### config.mk
export PLATFORM = sky130hd
export DESIGN_NAME = next_periodic_resume_time
export DESIGN_NICKNAME = d
export VERILOG_FILES = /design/src/rtl/nprt_pkg.sv /design/src/rtl/next_periodic_resume_time.sv /design/src/rtl/nprt_front.sv /design/src/rtl/nprt_rem.sv /design/src/rtl/nprt_split.sv /design/src/rtl/nprt_skid.sv
export SDC_FILE = /design/constraint.sdc
export NUM_CORES = 2
export LEC_CHECK = 0
export ABC_AREA = 1
export BUFFER_PORTS_ARGS = -buffer_cell sky130_fd_sc_hd__buf_2
export CAP_MARGIN = 20
export CORE_MARGIN = 2
export CORE_UTILIZATION = 59
export CTS_CLUSTER_SIZE = 14
export DETAILED_ROUTE_END_ITERATION = 8
export GPL_TIMING_DRIVEN = 0
export PLACE_DENSITY = 0.78
export REMOVE_ABC_BUFFERS = 1
export SLEW_MARGIN = 20
export SYNTH_ARGS = -nofsm -noshare
export SYNTH_HDL_FRONTEND = slang
export SYNTH_SLANG_ARGS = --single-unit
### constraint.sdc
create_clock -name clk_i -period 46.6 [get_ports clk_i]
set_input_delay 9.32 -clock clk_i [delete_from_list [all_inputs] [get_ports clk_i]]
set_output_delay 9.32 -clock clk_i [all_outputs]
set_load 0.05 [all_outputs]
### src/rtl/nprt_pkg.sv
// ----------------------------------------------------------------------------
// nprt_pkg
// Item types, widths and time constants for the next resume time pipeline.
// ----------------------------------------------------------------------------
package nprt_pkg;

  localparam int SECS_PER_MIN  = 60;
  localparam int SECS_PER_HOUR = 3600;
  localparam int SECS_PER_DAY  = 24 * 60 * 60;
  localparam int HOURS_PER_DAY = 24;

  localparam int HOUR_W    = 5;
  localparam int MS_W      = 6;   // minute / second field width
  localparam int PERIOD_W  = 17;
  localparam int DAY_W     = 17;  // seconds of day, out-of-range fields included
  localparam int ELAPSED_W = 32;  // wraps modulo 2^32
  localparam int T_W       = 18;  // period - rem + cur

  // remainder pipeline
  localparam int REM_STEP_BITS = 2;
  localparam int REM_STAGES    = ELAPSED_W / REM_STEP_BITS;

  // t / 3600 by reciprocal, at most one short
  localparam int HR_RECIP   = 298261;  // floor(2^30 / 3600)
  localparam int HR_RECIP_W = 19;
  localparam int HR_SHIFT   = 30;
  localparam int QH_W       = 7;       // t / 3600 <= 68

  // r / 60 by reciprocal, at most one short
  localparam int MIN_RECIP   = 1092;   // floor(2^16 / 60)
  localparam int MIN_RECIP_W = 11;
  localparam int MIN_SHIFT   = 16;
  localparam int RH_W        = 12;     // remainder below one hour

  typedef struct packed {
    logic [HOUR_W-1:0]   resume_hour;
    logic [MS_W-1:0]     resume_minute;
    logic [MS_W-1:0]     resume_second;
    logic [HOUR_W-1:0]   now_hour;
    logic [MS_W-1:0]     now_minute;
    logic [MS_W-1:0]     now_second;
    logic [PERIOD_W-1:0] period_seconds;
  } in_item_t;

  typedef struct packed {
    logic [HOUR_W-1:0] next_hour;
    logic [MS_W-1:0]   next_minute;
    logic [MS_W-1:0]   next_second;
    logic              period_error;
  } out_item_t;

  // front end -> remainder pipeline
  typedef struct packed {
    logic [ELAPSED_W-1:0] elapsed;
    logic [DAY_W-1:0]     cur;
    logic [PERIOD_W-1:0]  period;
    logic                 err;
  } front_t;

  // remainder pipeline -> time split
  typedef struct packed {
    logic [PERIOD_W-1:0] rem;
    logic [DAY_W-1:0]    cur;
    logic [PERIOD_W-1:0] period;
    logic                err;
  } rem_res_t;

endpackage

### src/rtl/next_periodic_resume_time.sv
// ----------------------------------------------------------------------------
// next_periodic_resume_time
// Next resume time of a periodic event from the last resume time, the
// current time of day and the period.
// ----------------------------------------------------------------------------
//
//   channel | direction | handshake               | payload
//   --------+-----------+-------------------------+----------------------
//   in      | input     | in_valid_i / in_ready_o | in_item_i  (in_item_t)
//   out     | output    | out_valid_o/out_ready_i | out_item_o (out_item_t)
//
// One item per cycle while the skid slot is free; items pass the remainder
// pipeline (16 stages, 2 dividend bits each) plus 2 front, 4 split stages
// and the output register.
// Reset clears the valid bits only; no clearing pass, ready right after reset.
// Stall: the whole pipe holds while the skid slot is full; ready drops once an
// item fills the slot while the output is held back, and nothing is lost.
// ----------------------------------------------------------------------------
module next_periodic_resume_time (
  input  logic                clk_i,
  input  logic                rst_ni,
  input  logic                in_valid_i,
  output logic                in_ready_o,
  input  nprt_pkg::in_item_t  in_item_i,
  output logic                out_valid_o,
  input  logic                out_ready_i,
  output nprt_pkg::out_item_t out_item_o
);

  // single pipe enable: advance whenever the output side can take an item
  logic en;

  logic                fr_valid, rm_valid, sp_valid;
  nprt_pkg::front_t    fr_data;
  nprt_pkg::rem_res_t  rm_data;
  nprt_pkg::out_item_t sp_item;

  assign in_ready_o = en;

  // seconds of day and elapsed time, midnight wrap included
  nprt_front u_front (
    .clk_i   (clk_i),
    .rst_ni  (rst_ni),
    .en_i    (en),
    .valid_i (in_valid_i),
    .item_i  (in_item_i),
    .valid_o (fr_valid),
    .front_o (fr_data)
  );

  // elapsed mod period; a zero period only yields junk here, flagged by err
  nprt_rem u_rem (
    .clk_i   (clk_i),
    .rst_ni  (rst_ni),
    .en_i    (en),
    .valid_i (fr_valid),
    .front_i (fr_data),
    .valid_o (rm_valid),
    .res_o   (rm_data)
  );

  // t = period - rem + cur, then hour (mod 24), minute, second
  nprt_split u_split (
    .clk_i   (clk_i),
    .rst_ni  (rst_ni),
    .en_i    (en),
    .valid_i (rm_valid),
    .res_i   (rm_data),
    .valid_o (sp_valid),
    .item_o  (sp_item)
  );

  // output register plus skid slot parts the pipe from the consumer
  nprt_skid u_skid (
    .clk_i      (clk_i),
    .rst_ni     (rst_ni),
    .up_valid_i (sp_valid),
    .up_ready_o (en),
    .up_item_i  (sp_item),
    .dn_valid_o (out_valid_o),
    .dn_ready_i (out_ready_i),
    .dn_item_o  (out_item_o)
  );

endmodule

### src/rtl/nprt_front.sv
// ----------------------------------------------------------------------------
// nprt_front
// Seconds of day for both times, then the elapsed time across midnight.
// Two register stages.
// ----------------------------------------------------------------------------
module nprt_front (
  input  logic                clk_i,
  input  logic                rst_ni,
  input  logic                en_i,
  input  logic                valid_i,
  input  nprt_pkg::in_item_t  item_i,
  output logic                valid_o,
  output nprt_pkg::front_t    front_o
);

  localparam int DW = nprt_pkg::DAY_W;
  localparam int EW = nprt_pkg::ELAPSED_W;

  logic [DW-1:0] res_d, cur_d, res_q, cur_q;
  logic [nprt_pkg::PERIOD_W-1:0] per_q;
  logic err_q, v1_q, v2_q;
  nprt_pkg::front_t front_d, front_q;

  assign res_d = DW'(item_i.resume_second)
               + DW'(item_i.resume_minute) * DW'(nprt_pkg::SECS_PER_MIN)
               + DW'(item_i.resume_hour) * DW'(nprt_pkg::SECS_PER_HOUR);
  assign cur_d = DW'(item_i.now_second)
               + DW'(item_i.now_minute) * DW'(nprt_pkg::SECS_PER_MIN)
               + DW'(item_i.now_hour) * DW'(nprt_pkg::SECS_PER_HOUR);

  always_comb begin
    front_d.cur    = cur_q;
    front_d.period = per_q;
    front_d.err    = err_q;
    if (cur_q < res_q) begin
      front_d.elapsed = EW'(nprt_pkg::SECS_PER_DAY) - EW'(res_q) + EW'(cur_q);
    end else begin
      front_d.elapsed = EW'(cur_q) - EW'(res_q);
    end
  end

  always_ff @(posedge clk_i or negedge rst_ni) begin
    if (!rst_ni) begin
      v1_q <= 1'b0;
      v2_q <= 1'b0;
    end else if (en_i) begin
      v1_q <= valid_i;
      v2_q <= v1_q;
    end
  end

  always_ff @(posedge clk_i) begin
    if (en_i) begin
      res_q   <= res_d;
      cur_q   <= cur_d;
      per_q   <= item_i.period_seconds;
      err_q   <= (item_i.period_seconds == '0);
      front_q <= front_d;
    end
  end

  assign valid_o = v2_q;
  assign front_o = front_q;

endmodule

### src/rtl/nprt_rem.sv
// ----------------------------------------------------------------------------
// nprt_rem
// Pipelined restoring remainder: elapsed mod period, a few dividend bits
// per register stage.
// ----------------------------------------------------------------------------
module nprt_rem (
  input  logic               clk_i,
  input  logic               rst_ni,
  input  logic               en_i,
  input  logic               valid_i,
  input  nprt_pkg::front_t   front_i,
  output logic               valid_o,
  output nprt_pkg::rem_res_t res_o
);

  localparam int NSTG = nprt_pkg::REM_STAGES;
  localparam int SB   = nprt_pkg::REM_STEP_BITS;
  localparam int PW   = nprt_pkg::PERIOD_W;
  localparam int EW   = nprt_pkg::ELAPSED_W;

  typedef struct packed {
    logic [EW-1:0]                dvd;  // dividend bits still to consume, msb first
    logic [PW-1:0]                rem;
    logic [nprt_pkg::DAY_W-1:0]   cur;
    logic [PW-1:0]                period;
    logic                         err;
  } stage_t;

  function automatic logic [PW-1:0] rem_step(input logic [PW-1:0] r,
                                             input logic [SB-1:0] b,
                                             input logic [PW-1:0] d);
    logic [PW:0]   x;
    logic [PW-1:0] acc;
    acc = r;
    for (int i = SB - 1; i >= 0; i--) begin
      x = {acc, b[i]};
      if (x >= {1'b0, d}) begin
        x = x - {1'b0, d};
      end
      acc = x[PW-1:0];
    end
    return acc;
  endfunction

  stage_t stg_q [NSTG];
  logic   vld_q [NSTG];

  for (genvar k = 0; k < NSTG; k++) begin : g_stg
    stage_t src, nxt;
    logic   src_v;

    if (k == 0) begin : g_first
      assign src.dvd    = front_i.elapsed;
      assign src.rem    = '0;
      assign src.cur    = front_i.cur;
      assign src.period = front_i.period;
      assign src.err    = front_i.err;
      assign src_v      = valid_i;
    end else begin : g_next
      assign src   = stg_q[k-1];
      assign src_v = vld_q[k-1];
    end

    always_comb begin
      nxt     = src;
      nxt.rem = rem_step(src.rem, src.dvd[EW-1 -: SB], src.period);
      nxt.dvd = src.dvd << SB;
    end

    always_ff @(posedge clk_i or negedge rst_ni) begin
      if (!rst_ni) begin
        vld_q[k] <= 1'b0;
      end else if (en_i) begin
        vld_q[k] <= src_v;
      end
    end

    always_ff @(posedge clk_i) begin
      if (en_i) begin
        stg_q[k] <= nxt;
      end
    end
  end

  assign valid_o      = vld_q[NSTG-1];
  assign res_o.rem    = stg_q[NSTG-1].rem;
  assign res_o.cur    = stg_q[NSTG-1].cur;
  assign res_o.period = stg_q[NSTG-1].period;
  assign res_o.err    = stg_q[NSTG-1].err;

endmodule

### src/rtl/nprt_split.sv
// ----------------------------------------------------------------------------
// nprt_split
// Next resume time in seconds, then hour, minute and second by reciprocal
// multiplies with one correction each. Four register stages.
// ----------------------------------------------------------------------------
module nprt_split (
  input  logic                clk_i,
  input  logic                rst_ni,
  input  logic                en_i,
  input  logic                valid_i,
  input  nprt_pkg::rem_res_t  res_i,
  output logic                valid_o,
  output nprt_pkg::out_item_t item_o
);

  localparam int TW  = nprt_pkg::T_W;
  localparam int QW  = nprt_pkg::QH_W;
  localparam int RW  = nprt_pkg::RH_W;
  localparam int MW  = nprt_pkg::MS_W;
  localparam int HW  = nprt_pkg::HOUR_W;
  localparam int HPW = TW + nprt_pkg::HR_RECIP_W;
  localparam int MPW = RW + nprt_pkg::MIN_RECIP_W;

  logic v1_q, v2_q, v3_q, v4_q;
  logic e1_q, e2_q, e3_q, e4_q;

  // stage 1: t
  logic [TW-1:0] t1_d, t1_q;
  // stage 2: hour estimate
  logic [HPW-1:0] hprod;
  logic [TW-1:0]  t2_q;
  logic [QW-1:0]  qe_q;
  // stage 3: corrected hours and remainder
  logic [TW-1:0]  hdiff, hdiff_c;
  logic [QW-1:0]  qh_d, qh_q;
  logic [RW-1:0]  rh_d, rh3_q;
  // stage 4: hour of day, minute estimate
  logic [QW-1:0]  hq;
  logic [MPW-1:0] mprod;
  logic [HW-1:0]  hr_q;
  logic [MW-1:0]  me_q;
  logic [RW-1:0]  rh4_q;
  // output logic
  logic [RW-1:0]  sdiff;
  logic [MW-1:0]  mm;
  logic [MW-1:0]  ss;

  assign t1_d = TW'(res_i.period) - TW'(res_i.rem) + TW'(res_i.cur);

  assign hprod = HPW'(t1_q) * HPW'(nprt_pkg::HR_RECIP);

  always_comb begin
    hdiff   = t2_q - TW'(qe_q) * TW'(nprt_pkg::SECS_PER_HOUR);
    hdiff_c = hdiff - TW'(nprt_pkg::SECS_PER_HOUR);
    if (hdiff >= TW'(nprt_pkg::SECS_PER_HOUR)) begin
      qh_d = qe_q + QW'(1);
      rh_d = hdiff_c[RW-1:0];
    end else begin
      qh_d = qe_q;
      rh_d = hdiff[RW-1:0];
    end
  end

  always_comb begin
    if (qh_q >= QW'(2 * nprt_pkg::HOURS_PER_DAY)) begin
      hq = qh_q - QW'(2 * nprt_pkg::HOURS_PER_DAY);
    end else if (qh_q >= QW'(nprt_pkg::HOURS_PER_DAY)) begin
      hq = qh_q - QW'(nprt_pkg::HOURS_PER_DAY);
    end else begin
      hq = qh_q;
    end
  end

  assign mprod = MPW'(rh3_q) * MPW'(nprt_pkg::MIN_RECIP);

  always_comb begin
    sdiff = rh4_q - RW'(me_q) * RW'(nprt_pkg::SECS_PER_MIN);
    if (sdiff >= RW'(nprt_pkg::SECS_PER_MIN)) begin
      mm = me_q + MW'(1);
      ss = MW'(sdiff - RW'(nprt_pkg::SECS_PER_MIN));
    end else begin
      mm = me_q;
      ss = MW'(sdiff);
    end
    item_o.period_error = e4_q;
    if (e4_q) begin
      item_o.next_hour   = '0;
      item_o.next_minute = '0;
      item_o.next_second = '0;
    end else begin
      item_o.next_hour   = hr_q;
      item_o.next_minute = mm;
      item_o.next_second = ss;
    end
  end

  always_ff @(posedge clk_i or negedge rst_ni) begin
    if (!rst_ni) begin
      v1_q <= 1'b0;
      v2_q <= 1'b0;
      v3_q <= 1'b0;
      v4_q <= 1'b0;
    end else if (en_i) begin
      v1_q <= valid_i;
      v2_q <= v1_q;
      v3_q <= v2_q;
      v4_q <= v3_q;
    end
  end

  always_ff @(posedge clk_i) begin
    if (en_i) begin
      t1_q  <= t1_d;
      e1_q  <= res_i.err;
      t2_q  <= t1_q;
      qe_q  <= hprod[nprt_pkg::HR_SHIFT +: QW];
      e2_q  <= e1_q;
      qh_q  <= qh_d;
      rh3_q <= rh_d;
      e3_q  <= e2_q;
      hr_q  <= hq[HW-1:0];
      me_q  <= mprod[nprt_pkg::MIN_SHIFT +: MW];
      rh4_q <= rh3_q;
      e4_q  <= e3_q;
    end
  end

  assign valid_o = v4_q;

endmodule

### src/rtl/nprt_skid.sv
// ----------------------------------------------------------------------------
// nprt_skid
// Output register with one skid slot; upstream ready is registered.
// ----------------------------------------------------------------------------
module nprt_skid (
  input  logic                clk_i,
  input  logic                rst_ni,
  input  logic                up_valid_i,
  output logic                up_ready_o,
  input  nprt_pkg::out_item_t up_item_i,
  output logic                dn_valid_o,
  input  logic                dn_ready_i,
  output nprt_pkg::out_item_t dn_item_o
);

  logic out_valid_q, skid_valid_q, up_fire, out_free;
  nprt_pkg::out_item_t out_q, skid_q;

  assign up_ready_o = !skid_valid_q;
  assign up_fire    = up_valid_i && !skid_valid_q;
  assign out_free   = dn_ready_i || !out_valid_q;

  always_ff @(posedge clk_i or negedge rst_ni) begin
    if (!rst_ni) begin
      out_valid_q  <= 1'b0;
      skid_valid_q <= 1'b0;
    end else if (out_free) begin
      out_valid_q  <= skid_valid_q || up_fire;
      skid_valid_q <= 1'b0;
    end else if (up_fire) begin
      skid_valid_q <= 1'b1;
    end
  end

  always_ff @(posedge clk_i) begin
    if (out_free) begin
      out_q <= skid_valid_q ? skid_q : up_item_i;
    end else if (up_fire) begin
      skid_q <= up_item_i;
    end
  end

  assign dn_valid_o = out_valid_q;
  assign dn_item_o  = out_q;

endmodule

==> results.tsv <==
metric	value	unit
max_clock_freq	70.2	MHz
synth-main-ff-cell	edfxtp_1	
hold_path.class	flop to flop	
worstHoldEndpoint	u_rem.stg_q[1][574]$_DFFE_PN_	
fp.dieH	396	um
dr.pass1.iters	6	
reg2reg_depth	25	
cpPeakStageDelay	0.68	ns
syn-instance-count	9767	
synth_most_common_cell	nand2_1	
vias	67090	
wl	209000	um
utilization	64.3	%
async_flop_share	1.79	%
whs	0.408	ns
clock_path_buffers	3	
core_area	152000	um^2
worstSkewPairLatency	0.78	ns
synth_common_cells	2454 x nand2_1, 1316 x edfxtp_1, 1302 x inv_1	
layout_worst_path_cycle_share	30.5	%
die_w	396	um
start_util	59.6	%
rsz0062_at_grt	no	
syn2layout_area_growth	7.84	%
worstMarginPinSlew	0.932	ns
tritoncts	yes	
worstSetupPathType	flop to output port	
worstPathMaxFanout	120	
overflow	0	
yosys.area.top_type	edfxtp_1	
r2r_slack	41.23	ns
worstPathRequired	37.28	ns
pin_count	75	
cts_made_buffers	141	
fin_nets	11061	
ant_nets	0	
holdBufCountCts	0	
finalWorstSetupSlack	32.36	ns
clock-sinks	1340	
grtUsageTotal	26.6	%
end_kind	output port	
worst_path_max_delay_cell	dfrtp_2	
synth_seq_cells	1340	
antenna_found_initial	3	
drtIter0Drc	5283	
drive_gt1_share	5.25	%
grt_first_pass_wirelength	335000	um
ys_seq_area_share	44.2	%
synth-warning-count	0	
synth_edf_count	1316	
rr_startpoint	u_split.qe_q[2]$_DFFE_PN_	
rows	143	
cts_resized	0	
diodes	0	
cts_root_buf	clkbuf_16	
cts_setup_buffers	0	
place_congestion	0.923	
synth_top_area_share	43.5	%
slew_violations	0	
hold_depth	0	
io_buffers	74	
clk_pin_slew_worst_paths	0.06	ns
slew_headroom	37.9	%
min_period	14.24	ns
crit_buf_inv	8	
crit_family	buffers and inverters	
grt_pass1_vias	64671	
clock_skew	0.0485	ns
htreeDepth	4	
critPathArrivalTime	4.92	ns
syn_area_per_cell	9.29	um^2
status	complete, no violations	
grt_max_degree	122	
dp_hpwl	163000	um
die_area	157000	um^2
start_kind	flop	
synth_cell_types	64	
worstHoldStart	u_rem.stg_q[1][492]$_DFFE_PN_	
r2r-end	u_split.rh3_q[11]$_DFFE_PN_	
finalHoldViolCount	0	
cpMostUsedCell	buf_16	
max-cap-violations	0	
post-route-drc-count	0	
synth_area	90800	um^2
setup_viol	0	
vias_per_cell	5.57	
wl_per_cell	17.4	um
netlist_top_cells_area	edfxtp_1 44%, ha_1 13%, nand2_1 10%	
dp_slack	32.63	ns
crit_chain	inv_8 -> buf_16 -> buf_16 -> buf_16 -> buf_16 -> buf_16 -> buf_16 -> buf_2	
[worst max-delay path by stage]
stage / from / endpoint / slack (ns) / cells past startpoint
finish: u_skid.skid_valid_q$_DFFE_PN0P_ / in_ready_o / 32.36 / 8
global route: u_skid.skid_valid_q$_DFFE_PN0P_ / in_ready_o / 31.98 / 8
CTS: u_skid.skid_valid_q$_DFFE_PN0P_ / in_ready_o / 32.29 / 8
detailed placement: in_item_i[40] / u_front.res_q[16]$_DFFE_PN_ / 32.63 / 22
global placement: u_skid.skid_valid_q$_DFFE_PN0P_ / in_ready_o / -0.98 / 2
floorplan: u_skid.skid_valid_q$_DFFE_PN0P_ / in_ready_o / 11.22 / 1
[cells in the final DEF, fill, tap and decap left out, types with 70 or more instances in the layout]
master | synthesis | routed
o21bai_1 | 79 | 79
fa_1 | 172 | 172
o21ai_0 | 478 | 478
nor2_1 | 437 | 436
inv_1 | 1302 | 1301
nand2_1 | 2454 | 2454
a21oi_1 | 646 | 646
nand3_1 | 464 | 464
nor3_1 | 86 | 86
nand4_1 | 70 | 70
xnor2_1 | 213 | 213
clkbuf_16 | 0 | 144
xor2_1 | 323 | 323
o21ai_1 | 114 | 114
buf_2 | 31 | 74
ha_1 | 940 | 940
a21o_1 | 75 | 75
edfxtp_1 | 1316 | 1316
[per-layer routing]
| layer | global-route usage [%] | routed length, um | up-vias |
|---|---|---|---|
| li1 | - | - | 33322 |
| met1 | 37.2 | 94500 | 31560 |
| met2 | 43.4 | 96700 | 1878 |
| met3 | 3.44 | 12500 | 328 |
| met4 | 7.69 | 5770 | 2 |
| met5 | 0 | 7 | - |
[flip-flops by register name, indices dropped and copies added, names as in the netlist, 5 cells and up]
signal	flops
u_rem.stg_q	1072
u_split.t2_q	18
u_split.qh_q	7
u_split.me_q	6
u_front.per_q	17
u_front.front_o	67
u_split.rh4_q	12
u_front.cur_q	17
u_rem.g_stg.src_v	15
u_front.res_q	17
u_split.t1_q	18
u_skid.skid_q	18
u_split.hr_q	5
u_split.qe_q	7
u_split.rh3_q	12
u_skid.dn_item_o	18
[cell families (layout without fill, tap and decap cells)]
| family | count (synthesis) | in the layout | share of synthesized area, % |
|---|---|---|---|
| simple gates | 3771 | 3771 | 17.7 |
| compound gates | 1586 | 1586 | 9.86 |
| buf+inv | 1422 | 1661 | 6.30 |
| flops | 1340 | 1340 | 44.2 |
| fa+ha+maj | 1112 | 1112 | 16.8 |
| xor+xnor | 536 | 536 | 5.17 |
[worst register-to-register path: stages, from the launching register on]
cell and delay [ns]:
edfxtp_1 0.56, ha_1 0.37, ha_1 0.28, ha_1 0.28, ha_1 0.29, ha_1 0.36
nand2_1 0.07, o21ai_0 0.28, nand2_1 0.09, nand2_1 0.07, a21oi_1 0.07, xor2_1 0.15
ha_1 0.33, nand2_1 0.07, nor2_1 0.16, inv_1 0.06, nor2_1 0.10, nor2_1 0.04
nand2_1 0.09, inv_1 0.05, nand2_1 0.05, nand2_1 0.06, nor2_2 0.53, nand3_2 0.44
nand2_1 0.16, nand2_1 0.10
[area by class of cell]
cell class	count	area (um^2)
Tap cell	2030	2540
Clock buffer	184	3770
Timing Repair Buffer	87	728
Fill cell	12339	54400
Clock inverter	71	816
Inverter	1319	4970
Multi-Input combinational cell	7005	44900
Sequential cell	1340	40100
[per-stage QoR]
step	cells	cell area [um^2]	TNS (ns)
floorplan	9664	90000	0
global placement	11768	92900	-0.984
detailed placement	11781	93300	0
CTS	12036	97900	0
global route	12036	97900	0
finish	12036	97900	0
Power is left out: the tool's default activity adds up to more than one toggle a clock period on the data nets, which glitch-free logic cannot reach.
